--- config.mk ---
export PLATFORM = sky130hd
export DESIGN_NAME = mouse_motion_accumulator
export DESIGN_NICKNAME = d
export VERILOG_FILES = /design/src/rtl/core/mma_pkg.sv /design/src/rtl/core/mouse_motion_accumulator.sv
export SDC_FILE = /design/constraint.sdc
export NUM_CORES = 1
export LEC_CHECK = 0
export BUFFER_PORTS_ARGS = -buffer_cell sky130_fd_sc_hd__clkbuf_2
export CORE_MARGIN = 3
export CORE_UTILIZATION = 46
export DETAILED_ROUTE_END_ITERATION = 16
export GPL_ROUTABILITY_DRIVEN = 1
export PLACE_DENSITY = 0.6
export REMOVE_ABC_BUFFERS = 1
export SYNTH_ARGS = -nofsm -noshare
export SYNTH_HDL_FRONTEND = slang
export SYNTH_SLANG_ARGS = --single-unit
--- constraint.sdc ---
create_clock -name clk -period 6.4 [get_ports clk]
set_clock_uncertainty 0.05 [all_clocks]
set_input_delay 1.28 -clock clk [delete_from_list [all_inputs] [get_ports clk]]
set_output_delay 1.28 -clock clk [all_outputs]
set_load 0.05 [all_outputs]
--- src/rtl/core/mma_pkg.sv ---
package mma_pkg;

  localparam int AccumWidth  = 12;
  localparam int ReportWidth = 7;
  localparam int TotalWidth  = 13;
  localparam int SumWidth    = TotalWidth + 1;

  localparam logic [AccumWidth-1:0]  AccumLimitReset  = 12'd2048;
  localparam logic [ReportWidth-1:0] ReportLimitReset = 7'd127;
  localparam logic [7:0]             ButtonsReset     = 8'h87;
  localparam logic [7:0]             HeadMarker       = 8'h80;
  localparam logic [2:0]             ReadMinLength    = 3'd3;

  typedef enum logic [1:0] {
    KIND_SAMPLE = 2'd0,
    KIND_READ   = 2'd1,
    KIND_CLEAR  = 2'd2,
    KIND_UNUSED = 2'd3
  } kind_t;

  typedef enum logic [2:0] {
    ST_SAMPLE_TAKEN = 3'd0,
    ST_PACKET_GIVEN = 3'd1,
    ST_NO_DATA      = 3'd2,
    ST_READ_SHORT   = 3'd3,
    ST_CLEARED      = 3'd4
  } status_t;

  typedef enum logic {
    CFG_ACCUM_LIMIT  = 1'b0,
    CFG_REPORT_LIMIT = 1'b1
  } cfg_index_t;

  typedef struct packed {
    logic [1:0] kind;
    logic [3:0] x_low;
    logic [3:0] x_high;
    logic [3:0] y_low;
    logic [7:0] y_high_buttons;
    logic [7:0] read_length;
  } in_item_t;

  typedef struct packed {
    logic [2:0]        status;
    logic [7:0]        packet_head;
    logic signed [7:0] packet_dx;
    logic signed [7:0] packet_dy;
    logic              data_ready;
  } out_item_t;

  // Symmetric saturation of a widened running total to the accumulation bound.
  function automatic logic signed [TotalWidth-1:0] clamp_accum(
    input logic signed [SumWidth-1:0] v,
    input logic [AccumWidth-1:0]      lim
  );
    logic signed [SumWidth-1:0] hi;
    logic signed [SumWidth-1:0] lo;
    logic signed [SumWidth-1:0] r;
    hi = $signed({{(SumWidth-AccumWidth){1'b0}}, lim});
    lo = -hi;
    if (v < lo) begin
      r = lo;
    end else if (v > hi) begin
      r = hi;
    end else begin
      r = v;
    end
    return r[TotalWidth-1:0];
  endfunction

  // Clamp a total to the largest delta one packet may carry.
  function automatic logic signed [7:0] clamp_report(
    input logic signed [TotalWidth-1:0] v,
    input logic [ReportWidth-1:0]       lim
  );
    logic signed [TotalWidth-1:0] hi;
    logic signed [TotalWidth-1:0] lo;
    logic signed [TotalWidth-1:0] r;
    hi = $signed({{(TotalWidth-ReportWidth){1'b0}}, lim});
    lo = -hi;
    if (v < lo) begin
      r = lo;
    end else if (v > hi) begin
      r = hi;
    end else begin
      r = v;
    end
    return r[7:0];
  endfunction

endpackage

--- src/rtl/core/mouse_motion_accumulator.sv ---
// Bus mouse motion accumulator. Each request is a hardware sample, a host read or a clear,
// and each produces exactly one result. Requests are taken one per cycle while the skid
// stage is empty: the state update and the result are worked out in the cycle a request
// is accepted, and the result sits in an output register backed by a one-entry skid stage,
// so a stalled result does not hold up the input until both are full. The two limit
// registers should only be written while no requests are in flight.
module mouse_motion_accumulator (
  input  logic                        clk,
  input  logic                        rst_n,
  input  logic                        in_valid,
  output logic                        in_stall,
  input  mma_pkg::in_item_t           in_data,
  output logic                        out_valid,
  input  logic                        out_stall,
  output mma_pkg::out_item_t          out_data,
  input  logic                        cfg_we,
  input  logic                        cfg_index,
  input  logic [mma_pkg::AccumWidth-1:0] cfg_data
);
  import mma_pkg::*;

  logic [AccumWidth-1:0]         accum_limit_r;
  logic [ReportWidth-1:0]        report_limit_r;
  logic [7:0]                    last_buttons_r, last_buttons_nxt;
  logic signed [TotalWidth-1:0]  total_x_r, total_x_nxt;
  logic signed [TotalWidth-1:0]  total_y_r, total_y_nxt;
  logic                          pending_r, pending_nxt;

  out_item_t                     out_r, skid_r, result;
  logic                          out_valid_r, skid_valid_r;
  logic                          in_accept, out_free;

  logic signed [7:0]             dx, dy;
  logic [2:0]                    btn;
  logic signed [SumWidth-1:0]    sum_x, sum_y;
  logic signed [7:0]             rx, ry;
  kind_t                         kind;

  assign in_stall  = skid_valid_r;
  assign in_accept = in_valid && !skid_valid_r;
  assign out_free  = !out_valid_r || !out_stall;
  assign out_valid = out_valid_r;
  assign out_data  = out_r;

  assign kind  = kind_t'(in_data.kind);
  assign dx    = $signed({in_data.x_high, in_data.x_low});
  assign dy    = $signed({in_data.y_high_buttons[3:0], in_data.y_low});
  assign btn   = in_data.y_high_buttons[7:5];
  // Screen Y grows downwards, so the sample's Y delta is subtracted.
  assign sum_x = {total_x_r[TotalWidth-1], total_x_r}
               + {{(SumWidth-8){dx[7]}}, dx};
  assign sum_y = {total_y_r[TotalWidth-1], total_y_r}
               - {{(SumWidth-8){dy[7]}}, dy};
  assign rx    = clamp_report(total_x_r, report_limit_r);
  assign ry    = clamp_report(total_y_r, report_limit_r);

  always_comb begin
    last_buttons_nxt   = last_buttons_r;
    total_x_nxt        = total_x_r;
    total_y_nxt        = total_y_r;
    pending_nxt        = pending_r;
    result.status      = ST_NO_DATA;
    result.packet_head = '0;
    result.packet_dx   = '0;
    result.packet_dy   = '0;
    unique case (kind)
      KIND_SAMPLE: begin
        if (dx != 8'sd0 || dy != 8'sd0 || {5'b0, btn} != last_buttons_r) begin
          last_buttons_nxt = {5'b0, btn};
          total_x_nxt      = clamp_accum(sum_x, accum_limit_r);
          total_y_nxt      = clamp_accum(sum_y, accum_limit_r);
          pending_nxt      = 1'b1;
        end
        result.status = ST_SAMPLE_TAKEN;
      end
      KIND_READ: begin
        if (in_data.read_length < {5'b0, ReadMinLength}) begin
          result.status = ST_READ_SHORT;
        end else if (!pending_r) begin
          result.status = ST_NO_DATA;
        end else begin
          result.status      = ST_PACKET_GIVEN;
          result.packet_head = last_buttons_r | HeadMarker;
          result.packet_dx   = rx;
          result.packet_dy   = ry;
          total_x_nxt = total_x_r - {{(TotalWidth-8){rx[7]}}, rx};
          total_y_nxt = total_y_r - {{(TotalWidth-8){ry[7]}}, ry};
          pending_nxt = 1'b0;
        end
      end
      KIND_CLEAR: begin
        last_buttons_nxt = ButtonsReset;
        total_x_nxt      = '0;
        total_y_nxt      = '0;
        pending_nxt      = 1'b0;
        result.status    = ST_CLEARED;
      end
      default: begin
        result.status = ST_NO_DATA;
      end
    endcase
    result.data_ready = pending_nxt;
  end

  always_ff @(posedge clk) begin
    if (!rst_n) begin
      accum_limit_r  <= AccumLimitReset;
      report_limit_r <= ReportLimitReset;
    end else if (cfg_we) begin
      unique case (cfg_index_t'(cfg_index))
        CFG_ACCUM_LIMIT:  accum_limit_r  <= cfg_data;
        CFG_REPORT_LIMIT: report_limit_r <= cfg_data[ReportWidth-1:0];
        default: ;
      endcase
    end
  end

  always_ff @(posedge clk) begin
    if (!rst_n) begin
      last_buttons_r <= ButtonsReset;
      total_x_r      <= '0;
      total_y_r      <= '0;
      pending_r      <= 1'b0;
    end else if (in_accept) begin
      last_buttons_r <= last_buttons_nxt;
      total_x_r      <= total_x_nxt;
      total_y_r      <= total_y_nxt;
      pending_r      <= pending_nxt;
    end
  end

  // The skid stage only fills when the output register is held and a request arrives.
  always_ff @(posedge clk) begin
    if (!rst_n) begin
      out_valid_r  <= 1'b0;
      skid_valid_r <= 1'b0;
    end else if (out_free) begin
      out_valid_r  <= skid_valid_r || in_accept;
      skid_valid_r <= 1'b0;
    end else if (in_accept) begin
      skid_valid_r <= 1'b1;
    end
  end

  always_ff @(posedge clk) begin
    if (out_free) begin
      if (skid_valid_r) begin
        out_r <= skid_r;
      end else if (in_accept) begin
        out_r <= result;
      end
    end else if (in_accept) begin
      skid_r <= result;
    end
  end

endmodule
Word-level counts from Yosys, hierarchy flattened
Cells that the tools add are included.
{ "op_classes": {"addsub": 6, "n_mul": 0, "div_mod_pow": 0, "order_cmp": 9, "n_eq_ne": 6, "n_shift": 0, "mux": 29, "bitwise": 3, "reduce_logical": 21} }
{ "op_table": {"columns": ["op", "count"], "rows": [
  ["13-bit 2-to-1 mux", 10],
  ["13-bit one-hot mux with 3 select lines", 2],
  ["24-bit 2-to-1 mux", 3],
  ["28-bit 2-to-1 mux", 2],
  ["8-bit 2-to-1 mux", 5],
  ["14-bit by 13-bit > comparator with 1-bit output", 2],
  ["14-bit less-than comparator", 2],
  ["13-bit by 8-bit > comparator with 1-bit output", 2],
  ["13-bit less-than comparator", 2],
  ["13-bit subtractor", 2],
  ["8-bit one-hot mux with 2 select lines", 1],
  ["8-bit nonzero test", 2],
  ["13-bit by 8-bit adder with 14-bit output", 1],
  ["12-bit negation with 14-bit output", 1],
  ["13-bit by 8-bit subtractor with 14-bit output", 1],
  ["7-bit negation with 13-bit output", 1],
  ["3-bit one-hot mux with 3 select lines", 1],
  ["8-bit by 2-bit less-than comparator with 1-bit output, second input constant", 1],
  ["3-bit by 8-bit != test with 1-bit output", 1],
  ["2-bit AND reduction", 4],
  ["2-bit != test, second input constant", 3],
  ["5-bit AND reduction", 1],
  ["1-bit logical OR", 4],
  ["2-bit 2-to-1 mux", 2],
  ["other kinds (12)", 18]
]} }
{ "totals": {"register_bits": 112, "latchBits": 0, "mem_bits_rw": 0, "rom_bits": 0, "input_bits": 48, "out_inout_bits": 30, "n_memories": 0} }

Depth between registers and ports, before layout
Gate-level depths: netlist (run 1).
{ "depth": {"word_depth": 8, "ltp_mapped": 28, "mapped_depth_nobuf": 26} }

Worst setup path after synthesis (run 1)
OpenSTA, ideal clock, no wires.
{ "synth_path": {"path_kind": "reg-to-reg", "from": "register report_limit_r[0]", "to": "register total_x_r[10]", "setup_ns": 0.122, "arrival_time_ns": 5.040, "t_required_ns": 6.228, "path_slack_ns": 1.188, "stages_incl_launch_ff": 27, "n_path_buf": 1, "period_less_slack_ns": 5.212, "cell_sequence": "dfxtp_1 > inv_1 > ha_1 > nor3b_4 > xnor2_1 > ha_1 > a21o_1 > a21o_1 > or4_4 > a221oi_4 > or2_1 > buf_4 > a21oi_1 > inv_1 > ha_1 > inv_1 > fa_1 > a21o_1 > a21oi_1 > o21bai_1 > a21oi_1 > nor2b_1 > o22ai_1 > and2_4 > mux2i_1 > mux2i_1 > a311o_1"} }
{ "synth_between": {"elab_chain_len": 7} }
{ "synth_rtl": {"columns": ["element", "line", "text"], "rows": [
  ["start, declared", "mouse_motion_accumulator.sv:23", "logic [ReportWidth-1:0] report_limit_r;"],
  ["start signal, assigned", "mouse_motion_accumulator.sv:108", "report_limit_r <= ReportLimitReset;"],
  ["start signal, assigned", "mouse_motion_accumulator.sv:112", "CFG_REPORT_LIMIT: report_limit_r <= cfg_data[ReportWidth-1:0];"],
  ["7-bit negation with 13-bit output / 13-bit by 8-bit > comparator with 1-bit output (equally long branches)", "mma_pkg.sv:80, mma_pkg.sv:83", null],
  ["13-bit less-than comparator / 8-bit 2-to-1 mux (equally long branches)", "mma_pkg.sv:81, mma_pkg.sv:83", null],
  ["8-bit 2-to-1 mux *", "mma_pkg.sv:81", "if (v < lo) begin"],
  ["13-bit subtractor *", "mouse_motion_accumulator.sv:86", "total_x_nxt = total_x_r - {{(TotalWidth-8){rx[7]}}, rx};"],
  ["13-bit 2-to-1 mux *", "mouse_motion_accumulator.sv:79", "end else if (!pending_r) begin"],
  ["13-bit 2-to-1 mux *", "mouse_motion_accumulator.sv:77", "if (in_data.read_length < {5'b0, ReadMinLength}) begin"],
  ["13-bit one-hot mux with 3 select lines *", "mouse_motion_accumulator.sv:66", "unique case (kind)"],
  ["end signal, assigned", "mouse_motion_accumulator.sv:126", "total_x_r <= total_x_nxt;"],
  ["end, declared", "mouse_motion_accumulator.sv:25", "logic signed [TotalWidth-1:0] total_x_r, total_x_nxt;"]
]} }
Every way passes the cells marked *; elsewhere a longest branch is shown, timed or not. The select of a mux whose other input is x is not followed.
A chain may end at the register's enable or synchronous reset.

Final worst setup path (run 1)
{ "layout_path": {"from": "register report_limit_r[1]", "to": "register total_y_r[10]"} }
{ "layout_between": {"elab_chain_len": 7} }
{ "layout_rtl": {"columns": ["element", "line", "text"], "rows": [
  ["7-bit negation with 13-bit output / 13-bit by 8-bit > comparator with 1-bit output (equally long branches)", "mma_pkg.sv:80, mma_pkg.sv:83", null],
  ["13-bit less-than comparator / 8-bit 2-to-1 mux (equally long branches)", "mma_pkg.sv:81, mma_pkg.sv:83", null],
  ["8-bit 2-to-1 mux *", "mma_pkg.sv:81", null],
  ["13-bit subtractor *", "mouse_motion_accumulator.sv:87", "total_y_nxt = total_y_r - {{(TotalWidth-8){ry[7]}}, ry};"],
  ["13-bit 2-to-1 mux *", "mouse_motion_accumulator.sv:79", null],
  ["13-bit 2-to-1 mux *", "mouse_motion_accumulator.sv:77", null],
  ["13-bit one-hot mux with 3 select lines *", "mouse_motion_accumulator.sv:66", null],
  ["end signal, assigned", "mouse_motion_accumulator.sv:127", "total_y_r <= total_y_nxt;"],
  ["end, declared", "mouse_motion_accumulator.sv:26", "logic signed [TotalWidth-1:0] total_y_r, total_y_nxt;"]
]} }
Marks and branches as above.

==> flow_summary.toml, run 1 <==
[cells_and_area]
fill_cells = 2004
drive_gt1_share_pct = 11.7
area_growth_pct = 9.97
fin_cells = 1491
fin_util_pct = 52.1
nets = 1400
diodes = 0

[synthesis]
synth_seq_cells = 100
synthArstFlopShare_pct = 0
syn_area_um2 = 9670
ys_warn_count = 0
synth_top_flop_cell = "dfxtp_1"
synth_edf_count = 48
syn_avg_cell_area_um2 = 8.34
yosysSeqAreaShare_pct = 25.7
synth.distinct_cells = 79
syn_inst = 1160

[setup_path]
max_stage_delay_ps = 430
required_ps = 6610
cp-start-kind = "register"
end_kind = "register"
arrival_ps = 6090
crit_type = "reg -> reg"
crit_buf_inv = 2
path_max_fanout = 7
critPathSlowestCell = "or3_1"
cpLargestDelayFamily = "compound AO/OA/AOI/OAI gates"

[timing]
tns_ps = 0
worst_pin_slew_ps = 1260
maxSlewViolCount = 0
fin_crit_sh_pct = 91.9
max_slew_margin_pct = 16.2
fmax_mhz = 170
period_needed_ps = 5880
finalSetupViolations = 0
rsz0062_at_grt = "false"
layout_setup_ws_ps = 521
finalHoldViolCount = 0

[global_route]
grt_pass1_wl_mm = 45.4
grt_pass1_vias = 8233
globalRouteOverflowTotal = 0
grt_max_degree = 48
antenna_found_initial = 0
grtUsageTotal_pct = 25.5

[status]
status = "complete, no violations"

[drt]
met2_length_mm = 12.9
wl_met3_mm = 1.73
ant_nets = 0
drcViolationCount = 0
num_vias = 8830
wl_met1_mm = 13.2
top_layer_used = "met4"
wire_per_inst_um = 19.3
viasPerCell = 5.92
drt_first_iter_violations = 567
firstDrtPassIters = 6
wl_mm = 28.8

[placement]
pre_cts_ws_ps = 539
place_congestion = 0.919
portBuffers = 72
place_inst = 1475
hpwl_mm = 22.7

[clocking]
cts_tree = "done"
numCtsBuffers = 9
cts_hold_buf = 0
path_clk_slew_ps = 80
htreeDepth = 3
cts_max_path_buffers = 2
worstSkewPairLatency_ps = 370
cts_root_buf = "clkbuf_16"
cts_setup_buffers = 0
cts.sinks = 100

[die]
design.core.area_um2 = 20400
die_x_um = 151
initial_utilization_pct = 47.3
die_area_um2 = 22800
fp.dieH_um = 151
num_io_pins = 78
placementRows = 52

[flow_run]
maxCapViolations = 0

[hold_path]
hp-class = "reg -> reg"

[pwr]
ir_drop_mv = 0.162
power_density_nw_per_um2 = 308
p_leak_nw = 4.68
==> cell families (layout without fill, tap and decap cells) <==
kind of cell | after synthesis | count (layout) | synth area share [%]
AOI/OAI and AO/OA | 323 | 323 | 22.5
xor gates and xnor gates | 45 | 45 | 4.22
adders and majority gates | 136 | 136 | 17.9
buffers and inverters | 109 | 167 | 4.45
DFF | 100 | 100 | 25.7
muxes | 38 | 38 | 4.14
other | 1 | 4 | 0.0388
and+or+nand+nor | 408 | 408 | 21.1
==> sequential cells by signal, summed over array words and instances, names as in the netlist, 4 cells and up <==
| signal | flops |
|---|---|
| total_x_r | 13 |
| total_y_r | 13 |
| out_data | 24 |
| accum_limit_r | 12 |
| last_buttons_r | 4 |
| report_limit_r | 7 |
| skid_r | 24 |
==> through the flow <==
stage                     total power, mW  hold slack, ps  cell area (um2)
after global placement               2.65             406            10300
after CTS                            3.25             426            10600
after global routing                 3.54             479            10600
final                                3.28             425            10600
after detailed placement             2.66             399            10300
after floorplan                      2.13             380             9480
==> layout by cell type (no fill, tap or decap), types with 11 or more instances in the layout <==
cell type / count
o21ai_0: 57
nor4_1: 12
nand2_1: 111
dfxtp_1: 52
ha_1: 132
o21a_1: 11
nor2b_1: 24
mux2_2: 16
inv_1: 60
a21boi_0: 15
nand3_1: 35
and2_1: 20
mux2i_1: 22
clkbuf_2: 72
nand2b_1: 14
o211ai_1: 20
a21o_1: 18
o31ai_1: 16
nor3_1: 23
nand4_1: 19
buf_4: 19
a211oi_1: 12
xnor2_1: 33
nor2_1: 94
and3_1: 12
edfxtp_1: 48
a21oi_1: 86
==> final timing paths <==
kind	from	endpoint	slack (ps)	cells after the start
min reg2reg	last_buttons_r[7]	last_buttons_r[7]	420	2
max	report_limit_r[1]	total_y_r[10]	520	26
min	last_buttons_r[7]	last_buttons_r[7]	420	2
max reg2reg	report_limit_r[1]	total_y_r[10]	520	26
==> worst reg2reg max path: stages, from the launching register on <==
cell	delay (ps)
dfxtp_1	380
inv_1	180
ha_1	290
nor3b_4	340
and3_1	270
ha_1	260
a21oi_1	150
nor2_1	50
nor3b_1	190
nand4_1	120
or3_1	430
o211ai_1	240
nor2_1	70
a21oi_1	260
inv_1	110
ha_1	230
fa_1	420
nor2b_1	120
o21ai_0	80
nand2b_1	120
a21o_1	120
nand2_1	70
a21oi_1	360
o21ai_0	220
o32ai_1	200
mux2i_1	160
a311o_1	280
==> metal layers <==
layer / global-route usage, % / vias up
li1: - / 4416
met1: 35.0 / 4087
met2: 40.9 / 286
met3: 3.62 / 41
met4: 8.98 / 0
met5: 0 / -
==> synth_stat cells, types with 19 or more instances <==
cell	number	area, um2
a21oi_1	87	435
nor2_1	95	357
inv_1	60	225
o21ai_0	58	290
dfxtp_1	52	1040
and2_1	20	125
ha_1	132	1650
edfxtp_1	48	1440
nor2b_1	24	150
clkbuf_1	40	150
nand4_1	19	119
mux2i_1	22	220
xnor2_1	34	298
nand2_1	111	417
nor3_1	23	115
nand3_1	35	175
o211ai_1	20	150
==> power by group <==
part	switching (mW)	internal [mW]	leakage (nW)
Combinational	1.14	0.760	3.62
Clock	0.305	0.279	0.148
Sequential	0.0805	0.711	0.911
==> area by class of cell <==
| cell class | count | area, um2 | share of cell area, % |
|---|---|---|---|
| Multi-Input combinational cell | 954 | 6780 | 63.8 |
| Sequential cell | 100 | 2480 | 23.3 |
| Timing Repair Buffer | 91 | 503 | 4.73 |
| Tap cell | 270 | 338 | 3.18 |
| Clock buffer | 9 | 225 | 2.12 |
| Inverter | 60 | 225 | 2.12 |
| Clock inverter | 7 | 78.8 | 0.741 |
==> repair_timing <==
action | CTS | global route
gates resized for setup | 0 | 1
endpoints found under the hold margin | 0 | 0
endpoints found under the setup margin | 0 | 1
No activity file was read; power rests on OpenSTA's default activity.
==> run 2: changes to the inputs <==
==> constraint.sdc (replaced) <==
create_clock -name clk -period 6.45 [get_ports clk]
set_clock_uncertainty 0.05 [all_clocks]
set_input_delay 0.9675 -clock clk [delete_from_list [all_inputs] [get_ports clk]]
set_output_delay 0.9675 -clock clk [all_outputs]
set_load 0.05 [all_outputs]
==> run 2 against run 1 <==
  * Clock power is 2% lower
  * Sequential power decreased by 0.9%
  * Utilization shrank 0.13 points
  * Maximum frequency down 2.9%
  * Global-route usage decreased by 0.42 points
  * Via count down 0.53%
  * Critical path depth is 3 lower
  * Clock-buffer cell count is the same
  * Sequential cell count stayed put
  * Power shrank 1.7%
  * Non-clock buffer count down 3
  * Critical endpoint is now total_x_r[9]
==> flow_summary.toml, run 2 (synthesis results as in run 1) <==
[timing]
period_needed_ps = 6050
tns_ps = 0
finalHoldViolCount = 0
rsz0062_at_grt = "false"
max_slew_margin_pct = 20.9
fin_crit_sh_pct = 93.9
layout_setup_ws_ps = 395
finalSetupViolations = 0
fmax_mhz = 165
maxSlewViolCount = 0
worst_pin_slew_ps = 1180

[die]
initial_utilization_pct = 47.3
die_x_um = 151
design.core.area_um2 = 20400
die_area_um2 = 22800
num_io_pins = 78
placementRows = 52
fp.dieH_um = 151

[drt]
num_vias = 8783
drt_first_iter_violations = 584
viasPerCell = 5.90
wire_per_inst_um = 19.1
ant_nets = 0
drcViolationCount = 0
wl_mm = 28.5
firstDrtPassIters = 5

[pwr]
ir_drop_mv = 0.163
power_density_nw_per_um2 = 303
p_leak_nw = 4.66

[placement]
portBuffers = 72
pre_cts_ws_ps = 604
hpwl_mm = 22.6
place_congestion = 0.885

[clocking]
numCtsBuffers = 9
cts.sinks = 100
cts_tree = "done"
cts_root_buf = "clkbuf_16"
worstSkewPairLatency_ps = 370
ctsResizeCount = 0
cts_setup_buffers = 0
cts_max_path_buffers = 2
htreeDepth = 3
path_clk_slew_ps = 80
cts_hold_buf = 0

[setup_path]
path_max_fanout = 15
startpoint = "report_limit_r[1]"
required_ps = 6660
crit_type = "reg -> reg"
end_kind = "register"
cp-start-kind = "register"
reg2reg_from = "report_limit_r[1]"
arrival_ps = 6260
r2r_slack_ps = 400

[global_route]
globalRouteOverflowTotal = 0
grt_pass1_wl_mm = 44.7
grt_max_degree = 42
grtUsageTotal_pct = 25.0
antenna_found_initial = 0
grt_pass1_vias = 8150

[cells_and_area]
diodes = 0
layout_commonest_cell = "ha_1"
nets = 1397
area_growth_pct = 9.69
drive_gt1_share_pct = 11.4
mostFrequentLayoutCells = "132 x ha_1, 111 x nand2_1, 94 x nor2_1, 86 x a21oi_1, 72 x clkbuf_2"

[hold_path]
hp-class = "reg -> reg"
hold_start = "last_buttons_r[7]"

[status]
status = "complete, no violations"

[flow_run]
maxCapViolations = 0
[run 2: cell types whose count changed in the layout (fill, tap and decap cells not counted)]
cell and change:
xnor2_2 -1, inv_8 +1, buf_4 -3, inv_6 -3, xnor2_1 +1, clkinv_4 +2
[run 2: metal layers]
metal	vias up	global-route usage, %	wire length, um
li1	4418	-	-
met1	4077	35.1	13300
met2	253	40.8	13000
met3	35	2.81	1570
met4	0	7.07	549
met5	-	0	0
[run 2: layout make-up]
cell class | count | area [um2]
fill | 2031 | 9820
multi-input combinational | 954 | 6780
sequential | 100 | 2480
timing repair buffer | 88 | 480
tap | 270 | 338
clock buffer | 9 | 225
inverter | 60 | 225
clock inverter | 7 | 81.3
[run 2: critical path: stages, from the launching register on]
cell,delay (ps)
dfxtp_1,470
inv_1,160
ha_1,280
nor3b_4,200
xnor2_1,410
ha_1,330
a21o_1,160
a21o_1,180
or4_4,430
a221oi_4,240
buf_4,260
nor2_1,80
a21oi_1,400
ha_1,330
nor2b_1,130
o21ai_0,200
a21oi_1,120
o21ai_0,240
nand2b_1,90
a21oi_1,460
nor3b_2,120
nand3_1,140
a2111oi_2,80
o41a_1,410
[run 2: through the flow]
stage	utilization [%]	total power [mW]	hold slack, ps	std cells	area, um2
global placement	50.4	2.62	403	1472	10300
floorplan	-	2.11	380	1114	9480
global route	51.9	3.47	443	1488	10600
finish	51.9	3.22	423	1488	10600
CTS	51.9	3.20	428	1488	10600
detailed placement	50.4	2.62	407	1472	10300
[run 2: power by group]
part	internal (mW)	switching, mW	total [mW]	leakage (nW)
logic	0.747	1.12	1.86	3.60
registers	0.706	0.0792	0.785	0.911
clock network	0.277	0.294	0.571	0.149
[run 2: path summary, 6_finish.rpt]
kind / endpoint / cells after the start
setup / recovery: total_x_r[9] / 23
hold / removal: last_buttons_r[7] / 2
setup reg to reg: total_x_r[9] / 23
hold reg to reg: last_buttons_r[7] / 2
